==> src/rtl/mpic_pkg.sv <==
// Package of the multiprocessor interrupt controller: request types, codes and helpers.
`timescale 1ns / 1ps

package mpic_pkg;

  localparam int unsigned NumCpusDef = 4;
  localparam int unsigned MaxCpus    = 16;
  localparam int unsigned PortLanes  = 4;

  localparam logic [15:0] LineMask = 16'hFFFE;

  localparam logic [1:0] ReqNone  = 2'd0;
  localparam logic [1:0] ReqRead  = 2'd1;
  localparam logic [1:0] ReqWrite = 2'd2;

  localparam logic [1:0] PageCtrl  = 2'd0;
  localparam logic [1:0] PageMask  = 2'd1;
  localparam logic [1:0] PageForce = 2'd2;

  localparam logic [2:0] WordLevel  = 3'd0;
  localparam logic [2:0] WordPend   = 3'd1;
  localparam logic [2:0] WordForce0 = 3'd2;
  localparam logic [2:0] WordClear  = 3'd3;
  localparam logic [2:0] WordStatus = 3'd4;
  localparam logic [2:0] WordBcast  = 3'd5;

  typedef struct packed {
    logic [1:0]  req_type;
    logic [5:0]  reg_addr;
    logic [31:0] write_data;
    logic [15:0] irq_lines;
    logic [3:0]  ack_valid;
    logic [15:0] ack_levels;
    logic [3:0]  power_down;
    logic        clear_all;
  } mpic_req_t;

  typedef struct packed {
    logic [31:0] read_data;
    logic [15:0] irq_levels;
    logic [3:0]  cpu_reset;
  } mpic_rsp_t;

  // Highest set line among 15..1, zero when none.
  function automatic logic [3:0] top_line(logic [15:0] v);
    logic [3:0] l;
    l = '0;
    for (int k = 1; k < 16; k++) begin
      if (v[k]) begin
        l = 4'(k);
      end
    end
    return l;
  endfunction

endpackage

==> src/rtl/multiprocessor_interrupt_controller.sv <==
// Top level of the multiprocessor interrupt controller with registered request levels.
//
//  channel | direction | handshake               | payload
//  in      | input     | in_valid_i / in_stall_o   | in_data_i  (mpic_req_t)
//  out     | output    | out_valid_o / out_stall_i | out_data_o (mpic_rsp_t)
//
// One request per clock cycle when not stalled; the output register takes its response.
// All register updates and the per-CPU priority search finish in the accepting cycle.
// Reset clears every control register and the output valid.
// A stalled output holds its response; a new request is taken only if the output can move.
`timescale 1ns / 1ps

module multiprocessor_interrupt_controller
  import mpic_pkg::*;
#(
  parameter int unsigned CPUS = NumCpusDef
) (
  input  logic      clk_i,
  input  logic      rst_ni,
  input  logic      in_valid_i,
  output logic      in_stall_o,
  input  mpic_req_t in_data_i,
  output logic      out_valid_o,
  input  logic      out_stall_i,
  output mpic_rsp_t out_data_o
);

  localparam int unsigned CpuW     = (CPUS > 1) ? $clog2(CPUS) : 1;
  localparam int unsigned PortCpus = (CPUS < PortLanes) ? CPUS : PortLanes;
  localparam logic [4:0]  NumCpus  = 5'(CPUS);
  localparam logic [3:0]  CpuCode  = 4'(CPUS - 1);
  localparam logic        HasBcast = (CPUS > 1);
  localparam logic [3:0]  PortMask = 4'((1 << PortCpus) - 1);

  logic [15:0] level_q, level_d;
  logic [15:0] pend_q, pend_d;
  logic [15:0] bcast_q, bcast_d;
  logic [15:0] mask_q [CPUS];
  logic [15:0] mask_d [CPUS];
  logic [15:0] force_q [CPUS];
  logic [15:0] force_d [CPUS];
  logic [3:0]  lvl_q [CPUS];
  logic [3:0]  lvl_d [CPUS];
  logic [3:0]  pulse_q, pulse_d;

  logic        out_valid_q;
  mpic_rsp_t   out_q, out_d;
  logic        accept;

  logic [1:0]  page;
  logic [2:0]  word;
  logic [3:0]  idx;
  logic        idx_ok;
  logic [CpuW-1:0] sel;
  logic [15:0] wdat;
  logic [15:0] keep;
  logic        is_rd;
  logic        is_wr;

  assign in_stall_o  = out_valid_q && out_stall_i;
  assign accept      = in_valid_i && !in_stall_o;
  assign out_valid_o = out_valid_q;
  assign out_data_o  = out_q;

  assign page   = in_data_i.reg_addr[5:4];
  assign word   = in_data_i.reg_addr[2:0];
  assign idx    = in_data_i.reg_addr[3:0];
  assign idx_ok = {1'b0, idx} < NumCpus;
  assign sel    = idx_ok ? CpuW'(idx) : '0;
  assign wdat   = in_data_i.write_data[15:0] & LineMask;
  assign keep   = {~in_data_i.write_data[31:17], 1'b0};
  assign is_rd  = (in_data_i.req_type == ReqRead);
  assign is_wr  = (in_data_i.req_type == ReqWrite);

  // Priority search on the state before this request.
  always_comb begin
    logic [15:0] reqb;
    logic [3:0]  hi;
    for (int i = 0; i < CPUS; i++) begin
      reqb     = (force_q[i] | pend_q) & mask_q[i];
      hi       = top_line(reqb & level_q & LineMask);
      lvl_d[i] = (hi != 4'd0) ? hi : top_line(reqb & ~level_q & LineMask);
    end
  end

  always_comb begin
    logic [15:0] hit;
    logic [15:0] pend_clr;
    out_d.read_data  = '0;
    out_d.irq_levels = '0;
    out_d.cpu_reset  = pulse_q;
    level_d  = level_q;
    pend_d   = pend_q;
    bcast_d  = bcast_q;
    pulse_d  = '0;
    pend_clr = '0;
    for (int i = 0; i < CPUS; i++) begin
      mask_d[i]  = mask_q[i];
      force_d[i] = force_q[i];
    end
    for (int i = 0; i < PortCpus; i++) begin
      out_d.irq_levels[4*i +: 4] = lvl_q[i];
    end

    if (is_rd) begin
      case (page)
        PageCtrl: begin
          case (word)
            WordLevel:  out_d.read_data = {16'd0, level_q};
            WordPend:   out_d.read_data = {16'd0, pend_q};
            WordForce0: out_d.read_data = {16'd0, force_q[0]};
            WordStatus: out_d.read_data = {CpuCode, HasBcast, 23'd0,
                                           in_data_i.power_down & PortMask};
            WordBcast: begin
              if (HasBcast) begin
                out_d.read_data = {16'd0, bcast_q};
              end else begin
                out_d.read_data = {CpuCode, HasBcast, 23'd0,
                                   in_data_i.power_down & PortMask};
              end
            end
            default: out_d.read_data = '0;
          endcase
        end
        PageMask:  out_d.read_data = idx_ok ? {16'd0, mask_q[sel]} : '0;
        PageForce: out_d.read_data = idx_ok ? {16'd0, force_q[sel]} : '0;
        default:   out_d.read_data = '0;
      endcase
    end

    if (is_wr) begin
      case (page)
        PageCtrl: begin
          case (word)
            WordLevel:  level_d    = wdat;
            WordPend:   pend_d     = wdat;
            WordForce0: force_d[0] = wdat;
            WordClear:  pend_d     = pend_q & ~in_data_i.write_data[15:0] & LineMask;
            WordStatus: pulse_d    = in_data_i.write_data[3:0] & PortMask;
            WordBcast: begin
              if (HasBcast) begin
                bcast_d = wdat;
              end
            end
            default: pulse_d = '0;
          endcase
        end
        PageMask: begin
          for (int i = 0; i < CPUS; i++) begin
            if (idx_ok && (sel == CpuW'(i))) begin
              mask_d[i] = wdat;
            end
          end
        end
        PageForce: begin
          for (int i = 0; i < CPUS; i++) begin
            if (idx_ok && (sel == CpuW'(i))) begin
              force_d[i] = (force_q[i] | wdat) & keep;
            end
          end
        end
        default: pulse_d = '0;
      endcase
    end

    // Route new lines to pending or to every CPU's force register.
    pend_d = pend_d | (in_data_i.irq_lines & ~bcast_q & LineMask);
    for (int i = 0; i < CPUS; i++) begin
      force_d[i] = force_d[i] | (in_data_i.irq_lines & bcast_q & LineMask);
    end

    for (int i = 0; i < PortCpus; i++) begin
      hit = (16'd1 << in_data_i.ack_levels[4*i +: 4]) & LineMask;
      if (in_data_i.ack_valid[i]) begin
        force_d[i] = force_d[i] & ~hit;
        pend_clr   = pend_clr | (~force_q[i] & hit);
      end
    end
    pend_d = pend_d & ~pend_clr;

    if (in_data_i.clear_all) begin
      pend_d  = '0;
      bcast_d = '0;
      for (int i = 0; i < CPUS; i++) begin
        mask_d[i]  = '0;
        force_d[i] = '0;
      end
    end
  end

  always_ff @(posedge clk_i or negedge rst_ni) begin
    if (!rst_ni) begin
      level_q <= '0;
      pend_q  <= '0;
      bcast_q <= '0;
      pulse_q <= '0;
      for (int i = 0; i < CPUS; i++) begin
        mask_q[i]  <= '0;
        force_q[i] <= '0;
        lvl_q[i]   <= '0;
      end
    end else if (accept) begin
      level_q <= level_d;
      pend_q  <= pend_d;
      bcast_q <= bcast_d;
      pulse_q <= pulse_d;
      for (int i = 0; i < CPUS; i++) begin
        mask_q[i]  <= mask_d[i];
        force_q[i] <= force_d[i];
        lvl_q[i]   <= lvl_d[i];
      end
    end
  end

  always_ff @(posedge clk_i or negedge rst_ni) begin
    if (!rst_ni) begin
      out_valid_q <= 1'b0;
    end else if (accept) begin
      out_valid_q <= 1'b1;
    end else if (!out_stall_i) begin
      out_valid_q <= 1'b0;
    end
  end

  always_ff @(posedge clk_i) begin
    if (accept) begin
      out_q <= out_d;
    end
  end

  a_pulse_one_shot: assert property (@(posedge clk_i) disable iff (!rst_ni)
    accept && !(is_wr && page == PageCtrl && word == WordStatus) |=> pulse_q == 4'd0)
    else $error("cpu reset pulse outlived its request");

  a_clear_all: assert property (@(posedge clk_i) disable iff (!rst_ni)
    accept && in_data_i.clear_all |=> pend_q == 16'd0 && bcast_q == 16'd0)
    else $error("clear did not empty pending and broadcast");

  a_line_zero: assert property (@(posedge clk_i) disable iff (!rst_ni)
    pend_q[0] == 1'b0 && level_q[0] == 1'b0 && bcast_q[0] == 1'b0)
    else $error("line zero entered a register");

  a_stall_full: assert property (@(posedge clk_i) disable iff (!rst_ni)
    in_stall_o |-> out_valid_q && !accept)
    else $error("input stalled with empty output register");

endmodule
==> config.mk <==
export PLATFORM = sky130hd
export DESIGN_NAME = multiprocessor_interrupt_controller
export DESIGN_NICKNAME = d
export VERILOG_FILES = /design/src/rtl/mpic_pkg.sv /design/src/rtl/multiprocessor_interrupt_controller.sv
export SDC_FILE = /design/constraint.sdc
export NUM_CORES = 1
export LEC_CHECK = 0
export BUFFER_PORTS_ARGS = -buffer_cell sky130_fd_sc_hd__buf_2
export CAP_MARGIN = 20
export CORE_UTILIZATION = 40
export DETAILED_ROUTE_END_ITERATION = 12
export SLEW_MARGIN = 20
export SYNTH_ARGS = -nofsm -noshare
export SYNTH_HDL_FRONTEND = slang
export SYNTH_SLANG_ARGS = --single-unit
export TNS_END_PERCENT = 5
==> constraint.sdc <==
create_clock -name clk_i -period 6.4 [get_ports clk_i]
set_input_delay 0.64 -clock clk_i [delete_from_list [all_inputs] [get_ports clk_i]]
set_output_delay 0.64 -clock clk_i [all_outputs]
set_load 0.02 [all_outputs]
# [Word-level counts from Yosys, hierarchy flattened]
# Cells that the tools add are included.
[totals] inputBits=85 output_inout_bits=54 word_cells=297 register_bits=248
[classes] bitwise=58 muxes=172 eq_ne=13 n_reduce_logical=28 shift=4 magnitude_cmp=2
[ops] operator="$mux 16" n=30
[ops] operator="$and 16x16->16" n=28
[ops] operator="$mux 4" n=107
[ops] operator="$mux 64" n=5
[ops] operator="$or 16x16->16" n=16
[ops] operator="$not 16->16" n=12
[ops] operator="$pmux 30 s5" n=1
[ops] operator="$pmux 32 s3" n=1
[ops] operator="$bmux 16 s2" n=2
[ops] operator="$pmux 16 s2" n=2
[ops] operator="$shl 1x4->16 const A" n=4
[ops] operator="$mux 48" n=1
[ops] operator="$mux 3" n=8
[ops] operator="$reduce_and 4->1" n=6
[ops] operator="$reduce_bool 2->1" n=8
[ops] operator="$reduce_bool 4->1" n=4
[ops] operator="$not 15->15" n=1
[ops] operator="$mux 1" n=10
[ops] operator="$mux 2" n=5
[ops] operator="$eq 2x2->1 const B" n=4
[ops] operator="$eq 2x1->1 const B" n=3
[ops] operator="$eq 3x2->1 const B" n=2
[ops] operator="$eq 3x3->1 const B" n=2
[ops] operator="$logic_and 1x1->1" n=6
[ops] operator="8 further kinds" n=9

# [Depth between registers and ports, before layout]
[logic_depth] ltp_word=20 depth_mapped=10 depth_no_buf=7

# [Worst setup path after synthesis]
# OpenSTA, ideal clock, no wires.
[synth_timing] path_type="input to register" startpoint="input out_stall_i" endpoint="register out_q, in the netlist out_data_o[0], enable pin" setup_time_ns=0.416 t_required_ns=5.984 path_buffers=1 arrival_ns=2.198 path_stages=4 path_slack_ns=3.786 path_cell_list="nand2_1 > nand2_1 > inv_2 > buf_1"
[synth_via] elab_chain_len=3
[synth_rtl] item="start, declared" line_no="multiprocessor_interrupt_controller.sv:24" text="input logic out_stall_i,"
[synth_rtl] item="$logic_and 1x1->1" line_no="multiprocessor_interrupt_controller.sv:60" text="assign in_stall_o = out_valid_q && out_stall_i;"
[synth_rtl] item="$logic_not 1->1" line_no="multiprocessor_interrupt_controller.sv:61" text="assign accept = in_valid_i && !in_stall_o;"
[synth_rtl] item="$logic_and 1x1->1" line_no="multiprocessor_interrupt_controller.sv:61"
[synth_rtl] item="named net accept" line_no="multiprocessor_interrupt_controller.sv:48" text="logic accept;"
[synth_rtl] item="end signal, assigned" line_no="multiprocessor_interrupt_controller.sv:227" text="out_q <= out_d;"
[synth_rtl] item="end, declared" line_no="multiprocessor_interrupt_controller.sv:47" text="mpic_rsp_t out_q, out_d;"
# The timed path passes the listed nets, and every way through them passes these cells.
# A chain may end at the register's enable or synchronous reset.

# [Worst setup path after layout]
[layout_timing] startpoint="register out_valid_q (netlist: out_valid_o)" endpoint="register bcast_q[10]"
[layout_via] elab_chain_len=4
[layout_rtl] item="start, declared" line_no="multiprocessor_interrupt_controller.sv:46" text="logic out_valid_q;"
[layout_rtl] item="start signal, assigned" line_no="multiprocessor_interrupt_controller.sv:217" text="out_valid_q <= 1'b0;"
[layout_rtl] item="start signal, assigned" line_no="multiprocessor_interrupt_controller.sv:219" text="out_valid_q <= 1'b1;"
[layout_rtl] item="start signal, assigned" line_no="multiprocessor_interrupt_controller.sv:221" text="out_valid_q <= 1'b0;"
[layout_rtl] item="$logic_and 1x1->1" line_no="multiprocessor_interrupt_controller.sv:60"
[layout_rtl] item="$logic_not 1->1" line_no="multiprocessor_interrupt_controller.sv:61"
[layout_rtl] item="$logic_and 1x1->1" line_no="multiprocessor_interrupt_controller.sv:61"
[layout_rtl] item="$reduce_and 4->1 (no source line)"
[layout_rtl] item="end signal, assigned" line_no="multiprocessor_interrupt_controller.sv:205" text="bcast_q <= bcast_d;"
[layout_rtl] item="end, declared" line_no="multiprocessor_interrupt_controller.sv:37" text="logic [15:0] bcast_q, bcast_d;"
# No other way between the ends.

==> out/metrics.sh <==
PEAK_FREQ_MHz=317.0
SYNTHESIS.AREA_SQ_UM=14740
WORSTSKEWPAIRLATENCY_NS=0.57
NUM_VIAS=14115
DRTANTENNAVIOLNETS=0
INITIALDRTVIOLATIONCOUNT=1961
GPL.FINAL_WEIGHTED_CONGESTION=1.002
SYNTH_XOR_AREA_SHARE_PCT=0
NETLIST_INSTANCES=1555
SWITCHINGPOWER_mW=1.428
NUM_ANTENNA_CELLS=0
CTS.HTREE.LEVELS=1
REMAINING_DRC_ERRORS=0
FILLCELLCOUNT=3493
HOLDBUFCOUNTCTS=0
SEQUENTIALPOWERSHARE_PCT=43.6
MOST_USED_DFF_POST_SYNTH='sky130_fd_sc_hd__dfrtp_1'
SYNTH_COMPOUND_GATE_AREA_SHARE_PCT=29.97
CRIT_TYPE='reg2reg'
GRT_ANTENNA_BEFORE_REPAIR=0
CTS.CLK_SLEW.WORST_PATHS_NS=0.07
SETUP_VIOL=0
CTS_NUM_SINKS=223
SYNTH_WARNINGS=0
SYNTH_TOP_FAMILY_BY_AREA='compound AO/OA/AOI/OAI gates'
NETS_FINAL=1692
REQUIRED_NS=6.84
YOSYS-MUX-AREA-FRACTION_PCT=11.83
SHARE_OF_THE_SYNTHESIZED_AREA_IN_THE_TOP_CELL_TYPE_PCT=31.59
CLOCKBUFFERDEPTH=3
ARRIVAL_TIME_OF_DATA_AT_THE_CRITICAL_PATH_ENDPOINT_NS=3.59
ROUTEDWLPERCELL_MICRONS=27.74
CAP_VIOLATIONS=0
DRT-PASS1-ITER-COUNT=7
SYNTHTOPCELLSBYAREA='sky130_fd_sc_hd__dfrtp_1, sky130_fd_sc_hd__edfxtp_1, sky130_fd_sc_hd__mux2_2'
BOUNDARYPINS=139
FRACTION_OF_FINAL_LAYOUT_CELLS_SIZED_BEYOND_DRIVE_STRENGTH_1_PCT=19.52
FINAL_HOLD_VIOL_COUNT=0
P_COMB_SHARE_PCT=19.9
SYNTH.LIB_CELLS_USED.DISTINCT=75
POWER_FRAC_CLOCK_PCT=36.5
POSTCTSSETUPBUFFERS=0
PLACEMENTROWS=69
POWER_LEAKAGE_nW=6.742
WIRE_LENGTH_OF_THE_FIRST_GLOBAL_ROUTING_PASS_MM=86.15
WORSTPATHCELLLIST='nand2_1 -> nand2_4 -> inv_2 -> buf_4 -> nand3_1 -> a21boi_1 -> a22o_1'
FINALCRITPERIODSHARE_PCT=49.29
AREA_GROWTH_PCT=11.80
TIGHTESTPINTRANSITION_NS=1.172
HP-CLASS='in2async'
TRITONCTS='done'
TRACK_USAGE_PCT=30.21
DESIGN_POWER_TOTAL_mW=4.360
VIAS_PER_CELL=6.754
GRT_PASS1_VIAS=13307
PIN_COUNT_OF_THE_BIGGEST_NET_ENTERING_GLOBAL_ROUTING=73
DIE_AREA_SQ_UM=37610
RESULT_OF_THE_RUN='finished clean'
MAX_STAGE_DELAY_NS=0.63
PATH_MAX_FANOUT=63
POST_SYNTH_EDFFS=37
NETSWITCHINGFRACTION_PCT=32.75
SEQ_AREA_FRAC_SYNTH_PCT=39.13
VDD_DROP_MAX_uV=187.8
SYNTH_ADDER_AREA_SHARE_PCT=0
ENDPOINT_KIND='flip-flop'
SEQCELLAREA_SQ_UM=5766
DIEHEIGHT_MICRONS=193.9
POWER_PER_CELL_AREA_nW_PER_UM2=264.7
BUFFER_PORTS.INSERTED=123
INTERNAL_POWER_mW=2.932
RSZ0062_AT_GRT='no'
DRT_WL_TOTAL_MM=57.97
FLOORPLAN.INITIALDENSITY_PCT=41.03
ASYNC_RESET_FF_SHARE_PCT=83.41
GLOBALROUTE.TOTALOVERFLOW=0
SLEW_VIOLATIONS=0
POST-SYNTH-TOP-AREA-CELL='sky130_fd_sc_hd__dfrtp_1'
AREA_OF_THE_MULTI_INPUT_GATES_SQ_UM=8313
MINIMUM_SETUP_SLACK_AMONG_REG_TO_REG_PATHS_NS=3.25
CORE_AREA_SQ_UM=35910
CTS_RESIZED=0
CLOCK_TREE.ROOT_CELL='sky130_fd_sc_hd__clkbuf_16'
FINALCRITICALPERIOD_NS=3.155
NUMCTSBUFFERS=28
YOSYS_REGISTER_BITS=223
FINCLKSKEW_NS=0.01568
HPWL_MM=42.33
YOSYS.AREA_SHARE.SIMPLE_PCT=14.09
WORST_SLEW_MARGIN_REL_PCT=21.73
FINALSETUPTNS_NS=0
CRITICAL_PATH.STARTPOINT_TYPE='flip-flop'
CRIT_SLOWEST_CELL='sky130_fd_sc_hd__buf_4'
SYN_AREA_PER_CELL_SQ_UM=9.476
DIE_W_MICRONS=193.9
-- power groups by stage --
| stage | logic [mW] | clock network (mW) | registers (mW) |
|---|---|---|---|
| final | 0.869 | 1.59 | 1.90 |
| after global routing | 0.939 | 1.66 | 1.92 |
| after CTS | 0.857 | 1.61 | 1.89 |
| after detailed placement | 0.851 | 0 | 1.91 |
| after global placement | 0.844 | 0 | 1.90 |
| after floorplan | 0.621 | 0 | 1.79 |
-- layout make-up --
cell class	instances	area share, %
clock buffer	41	5.058
timing repair buffer	149	4.975
tap	461	3.501
inverter	23	0.5240
clock inverter	11	0.4861
sequential	223	35.00
multi-input combinational	1182	50.46
-- cell usage in the layout (no fill, tap or decap), drive strengths merged, types with 11 or more instances in the layout --
master	Yosys	routed
a21oi	83	83
a222oi	15	15
a22o	17	17
a22oi	31	31
a32o	63	63
and2	50	50
buf	47	148
clkbuf	92	42
clkinv	2	11
conb	1	13
dfrtp	186	186
edfxtp	37	37
inv	21	21
mux2	79	79
mux2i	11	11
mux4	33	33
nand2	119	119
nand2b	12	12
nand3	40	40
nand4	11	11
nor2	92	92
nor2b	34	34
nor3	16	16
nor3b	12	12
o211a	16	16
o211ai	64	64
o21ai	157	157
o21bai	16	16
o22ai	72	72
o41ai	16	16
-- cell usage after synthesis, types with 11 or more instances --
library cell,instances
sky130_fd_sc_hd__inv_1,20
sky130_fd_sc_hd__nand2_1,119
sky130_fd_sc_hd__o41ai_1,16
sky130_fd_sc_hd__nor2b_1,34
sky130_fd_sc_hd__buf_2,17
sky130_fd_sc_hd__clkbuf_1,92
sky130_fd_sc_hd__nand2b_1,12
sky130_fd_sc_hd__mux4_2,33
sky130_fd_sc_hd__a22o_1,17
sky130_fd_sc_hd__nand4_1,11
sky130_fd_sc_hd__o211ai_1,64
sky130_fd_sc_hd__nor3_1,15
sky130_fd_sc_hd__dfrtp_1,186
sky130_fd_sc_hd__o21bai_1,16
sky130_fd_sc_hd__a21oi_1,81
sky130_fd_sc_hd__mux2_2,70
sky130_fd_sc_hd__mux2i_1,11
sky130_fd_sc_hd__a222oi_1,15
sky130_fd_sc_hd__a32o_1,63
sky130_fd_sc_hd__edfxtp_1,37
sky130_fd_sc_hd__a22oi_1,31
sky130_fd_sc_hd__buf_4,21
sky130_fd_sc_hd__nand3_1,40
sky130_fd_sc_hd__o211a_1,16
sky130_fd_sc_hd__o22ai_1,72
sky130_fd_sc_hd__nor2_1,86
sky130_fd_sc_hd__and2_1,50
sky130_fd_sc_hd__o21ai_1,39
sky130_fd_sc_hd__o21ai_0,118
-- state kept, by name, indices dropped and copies added (netlist names) --
register     flops
out_valid_o      1
pend_q          15
lvl_q           16
mask_q          60
pulse_q          4
level_q         15
out_data_o      37
bcast_q         15
force_q         60
-- routing by layer --
metal  GRT usage [%]  part of all wire, %
met3           5.044                   10
met2           45.75                   43
met1           43.57                   43
met4           10.44                  3.6
met5               0                    0
-- kinds of logic (layout without fill, tap and decap cells) --
kind of cell / Yosys count / after routing
and+or+nand+nor: 413 / 413
AOI/OAI and AO/OA: 633 / 633
DFF: 223 / 223
buffers and inverters: 162 / 224
other: 1 / 13
muxes: 123 / 123
-- path summary, 6_finish.rpt --
check | from | end | cells past startpoint
min | rst_ni | force_q[49] | 1
max reg2reg | out_valid_o | bcast_q[10] | 7
max in group asynchronous | rst_ni | level_q[9] | 2
min in group clk_i | in_data_i[41] | pulse_q[0] | 2
min reg2reg | lvl_q[0] | out_data_o[16] | 0
max | out_valid_o | bcast_q[10] | 7
-- through the flow --
| step | hold WS (ns) | area [sq um] | worst slack [ns] | instances | util (%) |
|---|---|---|---|---|---|
| after floorplan | 0.3444 | 14780 | 3.786 | 1567 | - |
| after global placement | 0.4345 | 15550 | 2.841 | 2037 | 43.31 |
| after detailed placement | 0.4329 | 15560 | 2.771 | 2038 | 43.33 |
| after CTS | 0.08917 | 16470 | 3.146 | 2090 | 45.87 |
| after global routing | 0.1018 | 16470 | 3.046 | 2090 | 45.87 |
| final | 0.06822 | 16470 | 3.245 | 2090 | 45.87 |
-- worst max-delay path, delay by kind of cell (launching register included) --
family          cells  cell delay (ns)
compound gates      2             0.80
buf+inv             2             0.74
simple gates        3             1.07
flops               1             0.37
Note: power is estimated with default switching activity, not from simulation.
